### src/design/rds_div.sv
// Iterative restoring divider for the window index, one quotient bit a cycle.
// The dividend is below the divisor, so the quotient is a pure fraction.
module rds_div #(
   parameter int NW = 18,
   parameter int QW = 10
) (
   input  logic          clock,
   input  logic          reset,
   input  logic          start,
   input  logic [NW-1:0] dividend,
   input  logic [NW-1:0] divisor,
   output logic          done,
   output logic [QW-1:0] quotient
);

   localparam int CNTW = $clog2(QW + 1);

   logic [NW:0]     rem_ff, rem_in;
   logic [NW-1:0]   dvs_ff;
   logic [QW-1:0]   q_ff, q_in;
   logic [CNTW-1:0] cnt_ff;
   logic            busy_ff, done_ff;
   logic [NW:0]     shifted;
   logic            bit_set;

   always_comb begin
      shifted = {rem_ff[NW-1:0], 1'b0};
      bit_set = shifted >= {1'b0, dvs_ff};
      rem_in  = bit_set ? shifted - {1'b0, dvs_ff} : shifted;
      q_in    = {q_ff[QW-2:0], bit_set};
   end

   always_ff @(posedge clock) begin
      if (start) begin
         rem_ff <= {1'b0, dividend};
         dvs_ff <= divisor;
         q_ff   <= '0;
      end else if (busy_ff) begin
         rem_ff <= rem_in;
         q_ff   <= q_in;
      end
   end

   always_ff @(posedge clock) begin
      if (reset) begin
         busy_ff <= 1'b0;
         done_ff <= 1'b0;
         cnt_ff  <= '0;
      end else if (start) begin
         busy_ff <= 1'b1;
         done_ff <= 1'b0;
         cnt_ff  <= CNTW'(QW);
      end else if (busy_ff) begin
         cnt_ff <= cnt_ff - 1'b1;
         if (cnt_ff == CNTW'(1)) begin
            busy_ff <= 1'b0;
            done_ff <= 1'b1;
         end
      end
   end

   assign done     = done_ff;
   assign quotient = q_ff;

endmodule

### config.mk
export PLATFORM = sky130hd
export DESIGN_NAME = rds_div
export DESIGN_NICKNAME = d
export VERILOG_FILES = /design/src/design/rds_div.sv
export SDC_FILE = /design/constraint.sdc
export NUM_CORES = 1
export LEC_CHECK = 0
export ABC_CLOCK_PERIOD_IN_PS = 6500
export BUFFER_PORTS_ARGS = -buffer_cell sky130_fd_sc_hd__buf_2
export CAP_MARGIN = 20
export CORE_UTILIZATION = 63
export CTS_BUF_LIST = sky130_fd_sc_hd__clkbuf_4
export CTS_CLUSTER_DIAMETER = 40
export DETAILED_ROUTE_END_ITERATION = 7
export PLACE_DENSITY = 0.88
export SETUP_SLACK_MARGIN = 0.5
export SLEW_MARGIN = 20
export SYNTH_ARGS = -nofsm -noshare
export SYNTH_HDL_FRONTEND = slang
export SYNTH_SLANG_ARGS = --single-unit
### constraint.sdc
create_clock -name clock -period 6.5 [get_ports clock]
set_input_delay 0.65 -clock clock [delete_from_list [all_inputs] [get_ports clock]]
set_output_delay 0.65 -clock clock [all_outputs]
set_load 0.02 [all_outputs]
==> impl_metrics.yaml <==
timing:
  fin_crit_sh_pct: 51.6
  hold_slack_ps: 425
  hold_viol_final: 0
  finalMaxSlewViolations: 0
  finalClockSkew_ps: 17.5
  fmax_mhz: 298
  setup_viol: 0
  timing.slew.headroom_pct: 37.8
  worst_pin_slew_ps: 933
  setup_tns_ps: 0
  rsz0062_at_grt: "no"
  layout_min_cycle_time_ps: 3360
cts:
  ctsHoldBuffers: 0
  clkSinkCount: 52
  cts-resized-gates: 0
  cts_root_buffer: "clkbuf_4"
  cts_tree: "done"
  post_cts_buffers: 0
  clk_pin_slew_worst_paths_ps: 170
  cts_htree_levels: 2
  insertion_delay_ps: 380
  numCtsBuffers: 5
  clock_path_buffers: 2
global_route:
  grt_usage_pct: 24.8
  grt_pass1_wl_microns: 10000
  overflow: 0
  antenna_found_initial: 0
  grt_max_degree: 85
  grt_pass1_vias: 2253
route:
  drt_pass1_iterations: 4
  vias_per_cell: 5.79
  vias: 2409
  detail_route.wl_per_cell_microns: 14.9
  drtIter0Drc: 195
  ant_nets: 0
  routed_wirelength_microns: 6190
  drc: 0
floorplan:
  rows: 25
  dieArea_sq_um: 5190
  coreArea_sq_um: 4720
  dieHeight_microns: 72.0
  start_util_pct: 65.4
  die_w_microns: 72.0
  io_pins: 50
yosys:
  syn-num-nets: 368
  synth-seq-cells: 52
  syn_inst: 308
  synth_top_area_cell: "edfxtp_1"
  synth_warnings: 0
  yosysSeqAreaShare_pct: 45.4
  syn_area_sq_um: 3090
  syn_avg_cell_area_sq_um: 10.0
  synth_edf_count: 36
  async_flop_share_pct: 0
  synth.area.top_cells: "edfxtp_1 35%, dfxtp_1 10%, ha_1 8.1%, a21oi_1 3.9%, mux2i_1 3.9%"
  synth_top_area_share_pct: 35.0
  netlist_top_cells_count: "36 x edfxtp_1, 26 x nor2_1, 24 x a21oi_1"
  synth.most_common_cell: "edfxtp_1"
  yosysUniqueCellTypes: 43
  synthFlopType: "edfxtp_1"
place:
  placed_area_sq_um: 3350
  port-buffer-count: 49
  dpl.hpwl_microns: 4280
  dp.cells: 408
  gp_congestion: 0.942
final_layout:
  layout-drive-gt1-share_pct: 18.1
  nFillCells: 373
  insertedDiodeCount: 0
  synthToLayoutAreaGrowth_pct: 11.1
  fin_area_sq_um: 3430
  nets: 408
  final_cells: 416
critical_path:
  crit_path_end_kind: "flop"
  cp-start-kind: "flop"
  worstSetupPathType: "reg2reg"
  crit_arrival_ps: 3500
  cp.required_ps: 6640
  crit_fanout: 18
hold_path:
  hp-class: "in2reg"
power:
  total_power_mw: 1.10
  ir_drop_v: 0.000171
  power_density_nw_per_um2: 321
  p_leak_nw: 1.46
flow_run:
  cap_viol_max_count: 0
outcome:
  status: "finished clean"
-- cell families after synthesis --
| group | Yosys count | synth area share, % |
|---|---|---|
| compound gates | 76 | 17.4 |
| xor+xnor | 18 | 5.11 |
| fa+ha+maj | 21 | 8.75 |
| buf+inv | 38 | 5.02 |
| flops | 52 | 45.4 |
| mux | 12 | 3.89 |
| simple gates | 91 | 14.5 |
-- layout make-up --
class	count	area (sq um)	share of cell area (%)
clock buffer	5	37.5	1.09
inverter	20	75.1	2.19
clock inverter	3	41.3	1.20
tap	67	83.8	2.44
timing repair buffer	51	260	7.59
multi-input combinational	218	1530	44.6
sequential	52	1400	40.8
-- per-stage QoR --
step / util, % / setup WS [ps]
after floorplan: - / 3970
after global placement: 71.0 / 3310
after detailed placement: 71.0 / 3220
after CTS: 72.6 / 3200
after global routing: 72.6 / 2950
final: 72.6 / 3140
-- power by group --
part	internal [mW]	leakage [nW]	switching, mW
Clock	0.0808	0.0455	0.107
Combinational	0.196	0.928	0.273
Sequential	0.414	0.491	0.0298
Total	0.691	1.46	0.410
-- metal layers --
layer,vias to the layer above,wire (microns),GRT usage [%]
met5,-,0,0
met4,0,74,7.63
met3,7,251,4.58
met2,64,3060,43.3
met1,1137,2800,31.4
li1,1201,-,-
-- worst max-delay path, cell delays in order, from the launching register on --
cell and delay, ps:
edfxtp_1 420, ha_1 420, o211ai_1 260, a21oi_1 120
o21ai_1 180, a21oi_1 120, a2111oi_4 860, buf_4 370
nor3_1 80, a221o_1 280
-- path summary, 6_finish.rpt --
kind,start,depth (start not counted),end,slack [ps]
min reg2reg,quotient[9],2,quotient[9],530
max reg2reg,rem_ff[1],9,rem_ff[9],3140
max,rem_ff[1],9,rem_ff[9],3140
min,divisor[14],1,dvs_ff[14],430
-- placed cells by master (no fill, tap or decap), drive strengths merged, types with 6 or more instances in the layout --
cell type | netlist | final
buf | 7 | 51
edfxtp | 36 | 36
nor2 | 26 | 26
a21oi | 25 | 25
nand2 | 23 | 23
inv | 20 | 21
ha | 20 | 20
dfxtp | 16 | 16
xor2 | 13 | 13
o21ai | 13 | 13
mux2i | 12 | 12
nor3 | 11 | 11
nor2b | 9 | 9
a221o | 8 | 8
nand3b | 7 | 7
o311ai | 6 | 6
-- registers in the layout, summed over array words and instances, names as in the netlist --
register and count:
done 1, quotient 10, dvs_ff 18, rem_ff 18
cnt_ff 4, busy_ff 1
Power figures use the tool's default switching activity.
